**src/deadline_timer_scheduler_defines.svh**
```systemverilog
// ----------------------------------------------------------------------------
// Deadline timer scheduler assertion macros
// Shared property wrappers clocked on clk_i and gated by rst_ni.
// ----------------------------------------------------------------------------
`ifndef DEADLINE_TIMER_SCHEDULER_DEFINES_SVH
`define DEADLINE_TIMER_SCHEDULER_DEFINES_SVH

// check a plain property every cycle outside reset
`define DTS_ASSERT(lbl, prop, msg) \
  lbl: assert property (@(posedge clk_i) disable iff (!rst_ni) (prop)) else $error(msg);

// check an implication every cycle outside reset
`define DTS_ASSERT_IMPL(lbl, ante, cons, msg) \
  lbl: assert property (@(posedge clk_i) disable iff (!rst_ni) (ante) |-> (cons)) \
    else $error(msg);

`endif

```
**src/dts_pkg.sv**
```systemverilog
// ----------------------------------------------------------------------------
// Deadline timer scheduler package
// Sizes, operation and result codes, slot record and control/status bundles.
// ----------------------------------------------------------------------------
`default_nettype none

package dts_pkg;

  localparam int unsigned Slots    = 16;
  localparam int unsigned SlotW    = $clog2(Slots);
  localparam int unsigned MaxOut   = 16;
  localparam int unsigned CntW     = $clog2(MaxOut + 1);
  localparam int unsigned FuncW    = 3;
  localparam int unsigned KindW    = 2;
  localparam int unsigned IdW      = 32;
  localparam int unsigned DelayW   = 32;
  localparam int unsigned TimeW    = 48;

  typedef enum logic [FuncW-1:0] {
    FUNC_TICK    = 3'd0,
    FUNC_ADD     = 3'd1,
    FUNC_ADD_PER = 3'd2,
    FUNC_CANCEL  = 3'd3,
    FUNC_STOP    = 3'd4
  } func_e;

  localparam logic [KindW-1:0] KIND_ID     = 2'd0;
  localparam logic [KindW-1:0] KIND_CANCEL = 2'd1;
  localparam logic [KindW-1:0] KIND_FIRED  = 2'd2;

  typedef enum logic [1:0] {
    RES_ADD,
    RES_CANCEL,
    RES_FIRE
  } res_sel_e;

  typedef struct packed {
    logic [IdW-1:0]    task_id;
    logic [TimeW-1:0]  deadline;
    logic [DelayW-1:0] period;
    logic              repeats;
  } slot_t;

  typedef struct packed {
    logic     capture;
    logic     tick_adv;
    logic     set_halt;
    logic     scan_start;
    logic     take;
    logic     do_add;
    logic     push;
    logic     push_last;
    res_sel_e push_sel;
  } cmd_t;

  typedef struct packed {
    func_e func;
    logic  halted;
    logic  scan_done;
    logic  best_found;
    logic  best_cancelled;
    logic  out_free;
  } sts_t;

endpackage

`default_nettype wire

```
**src/dts_if.sv**
```systemverilog
// ----------------------------------------------------------------------------
// Deadline timer scheduler channels
// Request and response valid/ready interfaces.
// ----------------------------------------------------------------------------
`default_nettype none

interface dts_req_if;
  logic                      valid;
  logic                      ready;
  logic [dts_pkg::FuncW-1:0]  func;
  logic [dts_pkg::DelayW-1:0] delay_ticks;
  logic [dts_pkg::IdW-1:0]    cancel_id;

  modport source (output valid, func, delay_ticks, cancel_id, input ready);
  modport sink (input valid, func, delay_ticks, cancel_id, output ready);
endinterface

interface dts_rsp_if;
  logic                      valid;
  logic                      ready;
  logic [dts_pkg::KindW-1:0] kind;
  logic [dts_pkg::IdW-1:0]   task_id;
  logic                      ok;
  logic                      last;

  modport source (output valid, kind, task_id, ok, last, input ready);
  modport sink (input valid, kind, task_id, ok, last, output ready);
endinterface

`default_nettype wire

```
**src/dts_datapath.sv**
```systemverilog
// ----------------------------------------------------------------------------
// Deadline timer scheduler datapath
// Slot table, clock and id counter, slot scanner and output register.
// ----------------------------------------------------------------------------
`default_nettype none
`include "deadline_timer_scheduler_defines.svh"

module dts_datapath (
  input  wire                        clk_i,
  input  wire                        rst_ni,
  input  wire dts_pkg::cmd_t         cmd_i,
  output dts_pkg::sts_t              sts_o,
  input  wire [dts_pkg::FuncW-1:0]   func_i,
  input  wire [dts_pkg::DelayW-1:0]  delay_ticks_i,
  input  wire [dts_pkg::IdW-1:0]     cancel_id_i,
  input  wire                        out_ready_i,
  output logic                       out_valid_o,
  output logic [dts_pkg::KindW-1:0]  kind_o,
  output logic [dts_pkg::IdW-1:0]    task_id_o,
  output logic                       ok_o,
  output logic                       last_o
);
  import dts_pkg::*;

  slot_t              mem_q [Slots];
  logic [Slots-1:0]   valid_q, cancelled_q;
  logic [FuncW-1:0]   func_q;
  logic [DelayW-1:0]  delay_q;
  logic [IdW-1:0]     cid_q;
  logic [TimeW-1:0]   now_q;
  logic [IdW-1:0]     next_id_q;
  logic               halted_q;

  logic               scan_act_q;
  logic [SlotW-1:0]   scan_idx_q;
  logic               cmp_v_q;
  logic [SlotW-1:0]   cmp_idx_q;
  slot_t              rd_q;
  logic               done_q;

  logic               best_found_q;
  logic               best_canc_q;
  logic [SlotW-1:0]   best_idx_q;
  slot_t              best_q;
  logic               found_q, fresh_q;
  logic [IdW-1:0]     pend_id_q;

  logic               out_valid_q;
  logic [KindW-1:0]   kind_q;
  logic [IdW-1:0]     task_q;
  logic               ok_q;
  logic               last_q;

  logic               full;
  logic [SlotW-1:0]   free_idx;
  logic [DelayW-1:0]  eff_delay;
  logic               is_per;
  logic               out_free;
  logic               cand_due, cand_better, cand_match;
  logic [IdW-1:0]     next_id_inc;
  slot_t              add_rec, reload_rec;

  always_comb begin
    free_idx = '0;
    for (int i = Slots - 1; i >= 0; i--) begin
      if (!valid_q[i]) begin
        free_idx = SlotW'(i);
      end
    end
  end

  assign full        = &valid_q;
  assign is_per      = (func_q == FUNC_ADD_PER);
  assign eff_delay   = (is_per && delay_q == '0) ? DelayW'(1) : delay_q;
  assign next_id_inc = (next_id_q + IdW'(1) == '0) ? IdW'(1) : next_id_q + IdW'(1);
  assign out_free    = !out_valid_q || out_ready_i;

  always_comb begin
    add_rec.task_id    = next_id_q;
    add_rec.deadline   = now_q + TimeW'(eff_delay);
    add_rec.period     = is_per ? eff_delay : '0;
    add_rec.repeats    = is_per;
    reload_rec          = best_q;
    reload_rec.deadline = now_q + TimeW'(best_q.period);
  end

  assign cand_due    = valid_q[cmp_idx_q] && (rd_q.deadline <= now_q);
  assign cand_better = !best_found_q || (rd_q.deadline < best_q.deadline) ||
                       (rd_q.deadline == best_q.deadline && rd_q.task_id < best_q.task_id);
  assign cand_match  = valid_q[cmp_idx_q] && (rd_q.task_id == cid_q);

  always_ff @(posedge clk_i) begin
    if (cmd_i.do_add && !halted_q && !full) begin
      mem_q[free_idx] <= add_rec;
    end else if (cmd_i.take && !best_canc_q && best_q.repeats) begin
      mem_q[best_idx_q] <= reload_rec;
    end
    rd_q <= mem_q[scan_idx_q];
    if (cmd_i.capture) begin
      delay_q <= delay_ticks_i;
      cid_q   <= cancel_id_i;
    end
  end

  always_ff @(posedge clk_i or negedge rst_ni) begin
    if (!rst_ni) begin
      valid_q      <= '0;
      cancelled_q  <= '0;
      func_q       <= '0;
      now_q        <= '0;
      next_id_q    <= IdW'(1);
      halted_q     <= 1'b0;
      scan_act_q   <= 1'b0;
      scan_idx_q   <= '0;
      cmp_v_q      <= 1'b0;
      cmp_idx_q    <= '0;
      done_q       <= 1'b0;
      best_found_q <= 1'b0;
      best_canc_q  <= 1'b0;
      best_idx_q   <= '0;
      best_q       <= '0;
      found_q      <= 1'b0;
      fresh_q      <= 1'b0;
      pend_id_q    <= '0;
      out_valid_q  <= 1'b0;
      kind_q       <= '0;
      task_q       <= '0;
      ok_q         <= 1'b0;
      last_q       <= 1'b0;
    end else begin
      if (cmd_i.capture) begin
        func_q <= func_i;
      end
      if (cmd_i.tick_adv) begin
        now_q <= now_q + TimeW'(1);
      end
      if (cmd_i.set_halt) begin
        halted_q <= 1'b1;
      end
      if (cmd_i.do_add) begin
        next_id_q <= next_id_inc;
        if (!halted_q && !full) begin
          valid_q[free_idx]     <= 1'b1;
          cancelled_q[free_idx] <= 1'b0;
        end
      end

      done_q  <= cmp_v_q && (cmp_idx_q == SlotW'(Slots - 1));
      cmp_v_q <= scan_act_q;
      cmp_idx_q <= scan_idx_q;
      if (cmd_i.scan_start) begin
        scan_act_q   <= 1'b1;
        scan_idx_q   <= '0;
        best_found_q <= 1'b0;
        found_q      <= 1'b0;
        fresh_q      <= 1'b0;
      end else if (scan_act_q) begin
        if (scan_idx_q == SlotW'(Slots - 1)) begin
          scan_act_q <= 1'b0;
        end else begin
          scan_idx_q <= scan_idx_q + SlotW'(1);
        end
      end

      if (cmp_v_q && !cmd_i.scan_start) begin
        if (func_q == FUNC_CANCEL) begin
          if (cand_match) begin
            found_q                <= 1'b1;
            cancelled_q[cmp_idx_q] <= 1'b1;
            if (!cancelled_q[cmp_idx_q]) begin
              fresh_q <= 1'b1;
            end
          end
        end else if (cand_due && cand_better) begin
          best_found_q <= 1'b1;
          best_canc_q  <= cancelled_q[cmp_idx_q];
          best_idx_q   <= cmp_idx_q;
          best_q       <= rd_q;
        end
      end

      if (cmd_i.take) begin
        if (best_canc_q) begin
          valid_q[best_idx_q]     <= 1'b0;
          cancelled_q[best_idx_q] <= 1'b0;
        end else begin
          pend_id_q <= best_q.task_id;
          if (!best_q.repeats) begin
            valid_q[best_idx_q] <= 1'b0;
          end
        end
      end

      if (cmd_i.push) begin
        out_valid_q <= 1'b1;
        last_q      <= cmd_i.push_last;
        case (cmd_i.push_sel)
          RES_ADD: begin
            kind_q <= KIND_ID;
            task_q <= (halted_q || full) ? '0 : next_id_q;
            ok_q   <= !(halted_q || full);
          end
          RES_CANCEL: begin
            kind_q <= KIND_CANCEL;
            task_q <= cid_q;
            ok_q   <= !found_q || fresh_q;
          end
          RES_FIRE: begin
            kind_q <= KIND_FIRED;
            task_q <= pend_id_q;
            ok_q   <= 1'b1;
          end
          default: begin
            kind_q <= KIND_ID;
            task_q <= '0;
            ok_q   <= 1'b0;
          end
        endcase
      end else if (out_valid_q && out_ready_i) begin
        out_valid_q <= 1'b0;
      end
    end
  end

  always_comb begin
    sts_o.func           = func_e'(func_q);
    sts_o.halted         = halted_q;
    sts_o.scan_done      = done_q;
    sts_o.best_found     = best_found_q;
    sts_o.best_cancelled = best_canc_q;
    sts_o.out_free       = out_free;
  end

  assign out_valid_o = out_valid_q;
  assign kind_o      = kind_q;
  assign task_id_o   = task_q;
  assign ok_o        = ok_q;
  assign last_o      = last_q;

  `DTS_ASSERT_IMPL(a_push_free, cmd_i.push, out_free, "push into a busy output register")
  `DTS_ASSERT_IMPL(a_start_idle, cmd_i.scan_start, !scan_act_q && !cmp_v_q, "scan restarted")
  `DTS_ASSERT_IMPL(a_take_found, cmd_i.take, best_found_q && !scan_act_q, "take without a due slot")
  `DTS_ASSERT(a_id_nonzero, next_id_q != '0, "id counter reached zero")

endmodule

`default_nettype wire

```
**src/dts_ctrl.sv**
```systemverilog
// ----------------------------------------------------------------------------
// Deadline timer scheduler controller
// Sequences dispatch, slot scans, firing rounds and result pushes.
// ----------------------------------------------------------------------------
`default_nettype none
`include "deadline_timer_scheduler_defines.svh"

module dts_ctrl (
  input  wire                 clk_i,
  input  wire                 rst_ni,
  input  wire                 in_valid_i,
  output logic                in_ready_o,
  input  wire dts_pkg::sts_t  sts_i,
  output dts_pkg::cmd_t       cmd_o
);
  import dts_pkg::*;

  typedef enum logic [2:0] {
    ST_IDLE,
    ST_DISPATCH,
    ST_ADD,
    ST_CSCAN,
    ST_CPUSH,
    ST_TSCAN,
    ST_FIRE,
    ST_FINAL
  } state_e;

  state_e           state_q, state_d;
  logic             pend_q, pend_d;
  logic [CntW-1:0]  cnt_q, cnt_d;

  always_comb begin
    state_d    = state_q;
    pend_d     = pend_q;
    cnt_d      = cnt_q;
    cmd_o      = '0;
    cmd_o.push_sel = RES_ADD;
    in_ready_o = (state_q == ST_IDLE);
    case (state_q)
      ST_IDLE: begin
        if (in_valid_i) begin
          cmd_o.capture = 1'b1;
          state_d       = ST_DISPATCH;
        end
      end
      ST_DISPATCH: begin
        case (sts_i.func)
          FUNC_TICK: begin
            cmd_o.tick_adv = 1'b1;
            if (sts_i.halted) begin
              state_d = ST_IDLE;
            end else begin
              cmd_o.scan_start = 1'b1;
              pend_d  = 1'b0;
              cnt_d   = '0;
              state_d = ST_TSCAN;
            end
          end
          FUNC_ADD, FUNC_ADD_PER: state_d = ST_ADD;
          FUNC_CANCEL: begin
            cmd_o.scan_start = 1'b1;
            state_d = ST_CSCAN;
          end
          FUNC_STOP: begin
            cmd_o.set_halt = 1'b1;
            state_d = ST_IDLE;
          end
          default: state_d = ST_IDLE;
        endcase
      end
      ST_ADD: begin
        if (sts_i.out_free) begin
          cmd_o.do_add    = 1'b1;
          cmd_o.push      = 1'b1;
          cmd_o.push_last = 1'b1;
          cmd_o.push_sel  = RES_ADD;
          state_d = ST_IDLE;
        end
      end
      ST_CSCAN: begin
        if (sts_i.scan_done) begin
          state_d = ST_CPUSH;
        end
      end
      ST_CPUSH: begin
        if (sts_i.out_free) begin
          cmd_o.push      = 1'b1;
          cmd_o.push_last = 1'b1;
          cmd_o.push_sel  = RES_CANCEL;
          state_d = ST_IDLE;
        end
      end
      ST_TSCAN: begin
        if (sts_i.scan_done) begin
          if (!sts_i.best_found) begin
            state_d = pend_q ? ST_FINAL : ST_IDLE;
          end else if (sts_i.best_cancelled) begin
            cmd_o.take       = 1'b1;
            cmd_o.scan_start = 1'b1;
          end else begin
            state_d = ST_FIRE;
          end
        end
      end
      ST_FIRE: begin
        if (!pend_q || sts_i.out_free) begin
          cmd_o.push     = pend_q;
          cmd_o.push_sel = RES_FIRE;
          cmd_o.take     = 1'b1;
          pend_d = 1'b1;
          cnt_d  = cnt_q + CntW'(1);
          if (cnt_q + CntW'(1) == CntW'(MaxOut)) begin
            state_d = ST_FINAL;
          end else begin
            cmd_o.scan_start = 1'b1;
            state_d = ST_TSCAN;
          end
        end
      end
      ST_FINAL: begin
        if (sts_i.out_free) begin
          cmd_o.push      = 1'b1;
          cmd_o.push_last = 1'b1;
          cmd_o.push_sel  = RES_FIRE;
          pend_d  = 1'b0;
          state_d = ST_IDLE;
        end
      end
      default: state_d = ST_IDLE;
    endcase
  end

  always_ff @(posedge clk_i or negedge rst_ni) begin
    if (!rst_ni) begin
      state_q <= ST_IDLE;
      pend_q  <= 1'b0;
      cnt_q   <= '0;
    end else begin
      state_q <= state_d;
      pend_q  <= pend_d;
      cnt_q   <= cnt_d;
    end
  end

  `DTS_ASSERT(a_cnt_cap, cnt_q <= CntW'(MaxOut), "fire count above cap")
  `DTS_ASSERT_IMPL(a_final_pend, state_q == ST_FINAL, pend_q, "final push with nothing pending")
  `DTS_ASSERT_IMPL(a_accept_idle, in_valid_i && in_ready_o, state_q == ST_IDLE, "busy accept")

endmodule

`default_nettype wire

```
**src/deadline_timer_scheduler.sv**
```systemverilog
// ----------------------------------------------------------------------------
// Deadline timer scheduler
// Sixteen-slot one-shot and periodic timer table with earliest-deadline firing.
// ----------------------------------------------------------------------------
// One request is processed at a time. A cancel makes one pass over the slot
// table. A tick makes one scan pass per entry taken plus a closing pass, which
// is skipped once MaxOut entries have fired; the slot memory is read one slot
// per cycle during a pass. Fired results stream out with last marking the
// final one of each tick; a stalled output holds the controller. No clearing
// pass follows reset.
`default_nettype none

module deadline_timer_scheduler (
  input  wire        clk_i,
  input  wire        rst_ni,
  dts_req_if.sink    req,
  dts_rsp_if.source  rsp
);
  import dts_pkg::*;

  cmd_t cmd;
  sts_t sts;

  dts_ctrl u_ctrl (
    .clk_i      (clk_i),
    .rst_ni     (rst_ni),
    .in_valid_i (req.valid),
    .in_ready_o (req.ready),
    .sts_i      (sts),
    .cmd_o      (cmd)
  );

  dts_datapath u_dp (
    .clk_i         (clk_i),
    .rst_ni        (rst_ni),
    .cmd_i         (cmd),
    .sts_o         (sts),
    .func_i        (req.func),
    .delay_ticks_i (req.delay_ticks),
    .cancel_id_i   (req.cancel_id),
    .out_ready_i   (rsp.ready),
    .out_valid_o   (rsp.valid),
    .kind_o        (rsp.kind),
    .task_id_o     (rsp.task_id),
    .ok_o          (rsp.ok),
    .last_o        (rsp.last)
  );

endmodule

`default_nettype wire
```
**src/flat_wrapper.sv**
```systemverilog
// flat-port wrapper written by rule: the top's interface ports become plain ports
module deadline_timer_scheduler_flat import dts_pkg::*;
  (clk_i, rst_ni, req_valid, req_func, req_delay_ticks, req_cancel_id, req_ready, rsp_valid, rsp_kind, rsp_task_id, rsp_ok, rsp_last, rsp_ready);
  dts_req_if req_i ();
  dts_rsp_if rsp_i ();
  input  wire clk_i;
  input  wire rst_ni;
  input wire logic [$bits(req_i.valid)-1:0] req_valid;
  input wire logic [$bits(req_i.func)-1:0] req_func;
  input wire logic [$bits(req_i.delay_ticks)-1:0] req_delay_ticks;
  input wire logic [$bits(req_i.cancel_id)-1:0] req_cancel_id;
  output wire logic [$bits(req_i.ready)-1:0] req_ready;
  output wire logic [$bits(rsp_i.valid)-1:0] rsp_valid;
  output wire logic [$bits(rsp_i.kind)-1:0] rsp_kind;
  output wire logic [$bits(rsp_i.task_id)-1:0] rsp_task_id;
  output wire logic [$bits(rsp_i.ok)-1:0] rsp_ok;
  output wire logic [$bits(rsp_i.last)-1:0] rsp_last;
  input wire logic [$bits(rsp_i.ready)-1:0] rsp_ready;
  assign req_i.valid = req_valid;
  assign req_i.func = req_func;
  assign req_i.delay_ticks = req_delay_ticks;
  assign req_i.cancel_id = req_cancel_id;
  assign req_ready = req_i.ready;
  assign rsp_valid = rsp_i.valid;
  assign rsp_kind = rsp_i.kind;
  assign rsp_task_id = rsp_i.task_id;
  assign rsp_ok = rsp_i.ok;
  assign rsp_last = rsp_i.last;
  assign rsp_i.ready = rsp_ready;
  deadline_timer_scheduler u_core (.clk_i(clk_i), .rst_ni(rst_ni), .req(req_i), .rsp(rsp_i));
endmodule
```
**config.mk**
```make
export PLATFORM = sky130hd
export DESIGN_NAME = deadline_timer_scheduler_flat
export DESIGN_NICKNAME = d
export VERILOG_FILES = /design/src/dts_pkg.sv /design/src/dts_if.sv /design/src/dts_datapath.sv /design/src/dts_ctrl.sv /design/src/deadline_timer_scheduler.sv /design/src/flat_wrapper.sv
export VERILOG_INCLUDE_DIRS = /design/src /design/src/src
export SDC_FILE = /design/constraint.sdc
export NUM_CORES = 2
export LEC_CHECK = 0
export BUFFER_PORTS_ARGS = -buffer_cell sky130_fd_sc_hd__buf_2
export CAP_MARGIN = 10
export CORE_MARGIN = 8
export CORE_UTILIZATION = 25
export DETAILED_ROUTE_END_ITERATION = 10
export PLACE_DENSITY = 0.39
export SYNTH_ARGS = -nofsm -noshare
export SYNTH_HDL_FRONTEND = slang
export SYNTH_SLANG_ARGS = --single-unit
```
**constraint.sdc**
```tcl
create_clock -name clk_i -period 18.8 [get_ports clk_i]
set_input_delay 3.76 -clock clk_i [delete_from_list [all_inputs] [get_ports clk_i]]
set_output_delay 3.76 -clock clk_i [all_outputs]
set_load 0.05 [all_outputs]
```
* After elaboration in Yosys (flattened, before gate mapping)
Memory sizes are Yosys's and may differ from the RTL's. A register that Yosys moved wholly into a read port is not among the register bits.
Cells that the tools add are included.
** Cells by class
- $add $sub $neg :: 6
- Magnitude comparators :: 9
- Equal/unequal tests :: 28
- Multiplexer cells :: 118
- Bitwise gates (word level) :: 9
- Reduce and logical (&&, ||, !) cells :: 50
** Operators with widths (count)
- $mux W16 :: 12
- $mux W32 :: 4
- $mux W113 :: 1
- $reduce_or A113 Y1 :: 1
- $add A48 B32 Y48 :: 2
- $pmux W32 S3 :: 1
- $mux W4 :: 22
- $logic_not A32 Y1 :: 2
- $add A48 B1 Y48 const B :: 1
- $and A16 B16 Y16 :: 3
- $eq A48 B48 Y1 :: 1
- $le A48 B48 Y1 :: 1
- $lt A48 B48 Y1 :: 1
- $mux W1 :: 41
- $add A32 B1 Y32 const B :: 1
- $eq A32 B32 Y1 :: 1
- $lt A32 B32 Y1 :: 1
- $not A16 Y16 :: 2
- $or A16 B16 Y16 :: 2
- $mux W3 :: 9
- $mux W5 :: 4
- $pmux W3 S6 :: 1
- $logic_and A1 B1 Y1 :: 16
- $reduce_and A16 Y1 :: 1
- 38 further kinds :: 89
** Storage, ports and cells
- Flip-flop bits (word level) :: 390
- Memory bits (writable) :: 1808
- Output and inout port bits :: 38
- Logic and storage cells :: 252
- Memories :: 1
** Memories
- u_core.u_dp.mem_q :: depth 16, bits a word 113, read ports 1, clocked after memory_dff 1, write ports 1, RTL line dts_datapath.sv:25 : slot_t mem_q [Slots];

* Longest topological paths before layout
- Word-level depth :: 31
- Mapped depth :: 20
- Depth with buffers taken out :: 16

* Modules after synthesis
A second synthesis with hierarchy kept.
** Second synthesis, totals
- Cells, all modules :: 4973
- Area total of the unflattened synthesis :: 93668.6 µm²
** By module, submodules not included
- dts_datapath :: instances 1, cells an instance 4875, area an instance 92880.3 µm², sequential area each 66409.9 µm²
- dts_ctrl :: instances 1, cells an instance 98, area an instance 788.3 µm², sequential area each 225.2 µm²

* Least setup slack after synthesis
Ideal clock, no wire load.
- Path kind :: in2reg
- From :: input rsp_ready
- To :: memory u_core.u_dp.mem_q[11][0] (netlist bit) (enable)
- Setup time :: 723 ps
- Data arrival time :: 12827 ps
- Required time :: 18077 ps
- Slack :: 5250 ps
- Stages on the path :: 9
- Path buffers :: 1
- Cells stage by stage :: nand2b_1 -> nand2_1 -> or3_1 -> clkbuf_1 -> nor2_1 -> nand2_1 -> o21ai_0 -> nand2_1 -> nor3_1
** On the way
- Cells in the longest elaborated chain, start to end :: 11
- Elaborated cells between the ends (all ways) :: 18
- Classes of those cells :: 11 x mux; 7 x reduce/logical
** RTL lines
- from (decl) :: RTL line flat_wrapper.sv:18 : input wire logic [$bits(rsp_i.ready)-1:0] rsp_ready;
- $logic_or A1 B1 Y1 (*) :: RTL line dts_datapath.sv:76 : assign out_free = !out_valid_q || out_ready_i;
- $logic_or A1 B1 Y1 :: RTL line dts_ctrl.sv:107 : if (!pend_q || sts_i.out_free) begin
- $mux W2 :: RTL line dts_ctrl.sv:107
- $pmux W1 S2 :: RTL line dts_ctrl.sv:40 : case (state_q)
- $logic_and A1 B1 Y1 (2 in a row) :: RTL line dts_datapath.sv:95 : end else if (cmd_i.take && !best_canc_q && best_q.repeats) begin
- $mux W1 :: RTL line dts_datapath.sv:95
- $mux W1 :: RTL line dts_datapath.sv:93 : if (cmd_i.do_add && !halted_q && !full) begin
- $mux W1 (implied by the code) :: RTL line dts_datapath.sv:96 : mem_q[best_idx_q] <= reload_rec;
- $reduce_or A113 Y1 (no line)
- $mux W4 (no line) / $mux W1 (equally long branches)
- to (decl) :: RTL line dts_datapath.sv:25
Every way passes the cells marked *; elsewhere a longest branch is shown, timed or not.

* Worst setup path in the final report
- From :: input rsp_ready
- To :: memory u_core.u_dp.mem_q[5][66] (netlist bit), data pin
** On the way
- Cells in the longest elaborated chain, start to end :: 11
- Elaborated cells between the ends (all ways) :: 15
- Classes of those cells :: 8 x mux; 7 x reduce/logical
** RTL lines (RTL line)
- $logic_or A1 B1 Y1 (*) :: dts_datapath.sv:76
- $logic_or A1 B1 Y1 :: dts_ctrl.sv:107
- $mux W2 :: dts_ctrl.sv:107
- $pmux W1 S2 :: dts_ctrl.sv:40
- $logic_and A1 B1 Y1 (2 in a row) :: dts_datapath.sv:95
- $mux W1 :: dts_datapath.sv:95
- $mux W1 (*) :: dts_datapath.sv:93
- $mux W1 (implied by the code) (*) :: dts_datapath.sv:96
- $reduce_or A113 Y1 (no line) (*)
- $mux W113 (no line) (*)
Marks and branches as above.

==> key figures <==
Status
  • Status: finished, final reports clean

Power and ir drop
  • Net Sw Frac: 0.307
  • Tot Pwr: 0.0160 W
  • Int Pwr: 0.0111 W
  • Power per cell area: between 100 and 150 nW/µm²
  • Share of power burned in registers: 0.422
  • Combinational cell fraction of total power: 0.254
  • Static leakage: 36.4 nW
  • Net Switching: 0.00492 W
  • Clk pwr share: 0.324
  • Maximum vdd ir drop: about 0.00012 V

Placed design
  • Port bufs: 108
  • Final HPWL DP: 147 mm
  • Final RePlAce weighted congestion: 0.775
  • Area after DPL: 101000 µm²

Routing
  • Remaining DRCs: 0
  • DR vias: 48000
  • TritonRoute pass-1 iters: 5
  • Post-Route WL: 268 mm
  • Vias per cell: 4.57
  • DRT antenna net count: 0
  • Drt wl/cell: 25.6 µm
  • Initial drt markers: 3476

STA
  • FMAX: around 0.11 GHz
  • Worst-Margin Slew: 1.20 ns
  • Final clock period utilization by the worst path: 0.493
  • Slew HR: 0.195
  • Final Hold Viols: 0
  • Clk_skew: 0.0548 ns
  • Final setup TNS: 0 ns
  • Unrepaired setup endpoints after global routing: false
  • Max Slew Vio Count: 0
  • Tmin final: 9.27 ns
  • WHS: 0.428 ns
  • Finish-stage setup viols: 0

Critical path
  • Worst Setup Start Kind: input port
  • CP top delay family: compound AO/OA/AOI/OAI gates
  • Critical Path Sink Type: register
  • Critical path fanouts, max: 63
  • Reg-to-reg endpoint: u_core.u_dp.mem_q[5][66]
  • CP required: 19.30 ns
  • Reg2reg path depth: 18
  • Arr. time, crit path: 9.77 ns
  • CP cell instances: buf_2, nor2b_1, a21oi_1, buf_4, nor3b_2, buf_4, buf_4, nand2_1, nand2_1, ha_1, o211ai_1, o21ai_0, o21ai_0, a2111oi_0, nor3_2, o22ai_2, o21ai_0, xnor2_1
  • CP bufs+invs: 4
  • Crit Reg-Reg Startpoint: u_core.u_ctrl.state_q[2]
  • Slowest-stage cell, CP: xnor2_1
  • Reg-to-reg setup timing slack: between 10 and 15 ns
  • Crit path kind: input port to register
  • Worst path max stage delay: 0.86 ns

Yosys
  • Synth Register Bits: 2311
  • Post-Syn Instances: 4979
  • Syn Std Cell Area: 93700 µm²
  • YS warnings: 0
  • Post-synth EDFFs: 1872
  • Synth unique cells: 93
  • Mapped Avg Cell Area: 18.8 µm²
  • Fraction of registers with async set/reset: 0.141
  • Sequential area share after synthesis: 0.711
  • Syn nets: 5214
  • Top FF cell, synth: edfxtp_1

CTS
  • Clock slew at reported path FFs: approximately 0.06 ns
  • CTS Hold Bufs: 0
  • Root Driver: clkbuf_16
  • Num CTS Buffers: 272
  • Worst-case clock buffer depth: 4
  • Post-CTS Setup Inserts: 0
  • CTS sink cnt: between 2000 and 2500
  • CTS tree: built
  • CTS H-tree lvls: 5
  • Insertion delay of the later-clocked pin in the worst-skew pair: 0.88 ns
  • PostCTS Resize Cnt: 0

Worst hold path
  • Hold Crit Class: register to register
  • Worst Hold End: u_core.u_dp.cmp_v_q
  • Hold Crit Start: u_core.u_dp.scan_act_q
  • Hold Path Depth: 0

Die
  • Core Area: 374000 µm²
  • Die width: 628 µm
  • Die height: 628 µm
  • Starting density of the core: 0.250
  • Row cnt: 225
  • Boundary pin count: 109
  • Die ar.: 395000 µm²

Global route
  • Largest net degree at the start of global routing: 133
  • Vias in the first global route: 50700
  • Grt ovf: 0
  • All-Layer GR Usage: 0.133
  • Initial antenna violation count: 6
  • First-pass GRT wire length: 388 mm

Cells and area
  • Commonest non-fill, non-tap cell in the layout: edfxtp_1
  • Final Cell Area: 110000 µm²
  • Commonest non-fill, non-tap cells in the layout: edfxtp_1, mux4_2, dfrtp_1, clkbuf_16, nand2_1
  • Ratio of cells with drive above 1 in the final layout: 0.258
  • Area Growth Syn to Fin: 16.9%
  • Nets: roughly 5500

Job
  • Max-cap violation count: 0
[per-layer routing]
| layer | global-route usage | share of wire |
|---|---|---|
| met5 | 0 | 0 |
| met4 | 0.0302 | 0.021 |
| met3 | 0.0172 | 0.034 |
| met2 | 0.214 | 0.47 |
| met1 | 0.192 | 0.48 |
[power by group through the flow]
stage               sequential, W  combinational (W)  clock, W
global placement          0.00687            0.00416         0
detailed placement        0.00686            0.00417         0
floorplan                 0.00662            0.00296         0
finish                    0.00675            0.00406   0.00519
global route              0.00681            0.00446   0.00556
CTS                       0.00676            0.00418   0.00537
[registers in the layout (all words and copies together), names as in the netlist, 2 cells and up]
name / cells
u_core.u_dp.mem_q: 1808
u_core.u_dp.best_q: 113
u_core.u_dp.rd_q: 113
u_core.u_dp.now_q: 48
u_core.u_dp.cid_q: 32
u_core.u_dp.delay_q: 32
u_core.u_dp.next_id_q: 32
u_core.u_dp.pend_id_q: 32
u_core.u_dp.task_id_o: 32
u_core.u_dp.cancelled_q: 16
u_core.u_dp.valid_q: 16
u_core.u_ctrl.cnt_q: 5
u_core.u_dp.best_idx_q: 4
u_core.u_dp.cmp_idx_q: 4
u_core.u_dp.scan_idx_q: 4
u_core.u_ctrl.state_q: 3
u_core.u_dp.func_q: 3
u_core.u_dp.kind_o: 2
[cell usage after synthesis, types with 55 or more instances]
| master | n | area, µm² |
|---|---|---|
| edfxtp_1 | 1872 | 56200 |
| mux4_2 | 575 | 12900 |
| dfrtp_1 | 325 | 8130 |
| nand2_1 | 253 | 950 |
| inv_1 | 164 | 616 |
| ha_1 | 163 | 2040 |
| clkbuf_1 | 157 | 589 |
| nor2_1 | 148 | 556 |
| a21oi_1 | 132 | 661 |
| dfxtp_1 | 113 | 2260 |
| o21ai_0 | 102 | 510 |
| mux2_4 | 100 | 1500 |
| xnor2_1 | 100 | 876 |
| nand3_1 | 61 | 305 |
| nand4_1 | 57 | 357 |
| xor2_1 | 55 | 482 |
[layout make-up]
type | count | area (µm²)
fillers | 37000 | 265000
flip-flops and latches | 2311 | 66700
multi-input cells | 2269 | 25500
clock buffers | 370 | 7590
well taps | 4994 | 6250
repair buffers | 250 | 1820
clock inverters | 121 | 1150
inverters | 167 | 627
diodes | 2 | 5.00
[kinds of logic (layout without fill, tap and decap cells)]
family                     Yosys count  after routing  share of synthesized area
and+or+nand+nor                    711            711                     0.0373
buffers and inverters              399            908                     0.0185
muxes                              733            733                      0.161
AOI/OAI and AO/OA                  506            506                     0.0358
DFF                               2311           2311                      0.711
xor gates and xnor gates           155            155                     0.0145
adders and majority gates          164            164                     0.0220
other                                0              2                          0
[worst max-delay path by stage]
| stage | startpoint | cells past startpoint | to |
|---|---|---|---|
| 2_1_floorplan | rsp_ready | 9 | u_core.u_dp.mem_q[11][0] |
| 3_3_place_gp | rsp_ready | 18 | u_core.u_dp.mem_q[13][68] |
| 3_5_place_dp | rsp_ready | 18 | u_core.u_dp.mem_q[12][66] |
| 4_1_cts | rsp_ready | 18 | u_core.u_dp.mem_q[7][78] |
| 5_1_grt | rsp_ready | 18 | u_core.u_dp.mem_q[6][66] |
| 6_report | rsp_ready | 18 | u_core.u_dp.mem_q[5][66] |
[worst register-to-register path: cells and delay by family, from the launching register on]
kind	cells	cell delay, ns
AO/OA/AOI/OAI	7	2.76
AND/OR/NAND/NOR	6	1.27
buffers and inverters	3	1.27
XOR/XNOR	1	0.86
flip-flops	1	0.60
adder cells (fa/ha/maj)	1	0.24
[per-stage QoR]
stage / setup WS, ns / cells / utilization
after global routing: 8.85 / 10500 / 0.293
after detailed placement: 8.42 / 9973 / 0.269
after CTS: 9.38 / 10500 / 0.292
final: 9.53 / 10500 / 0.293
after global placement: 8.58 / 9973 / 0.269
after floorplan: 5.25 / 4979 / -
Note: power is estimated with default switching activity, not from simulation.
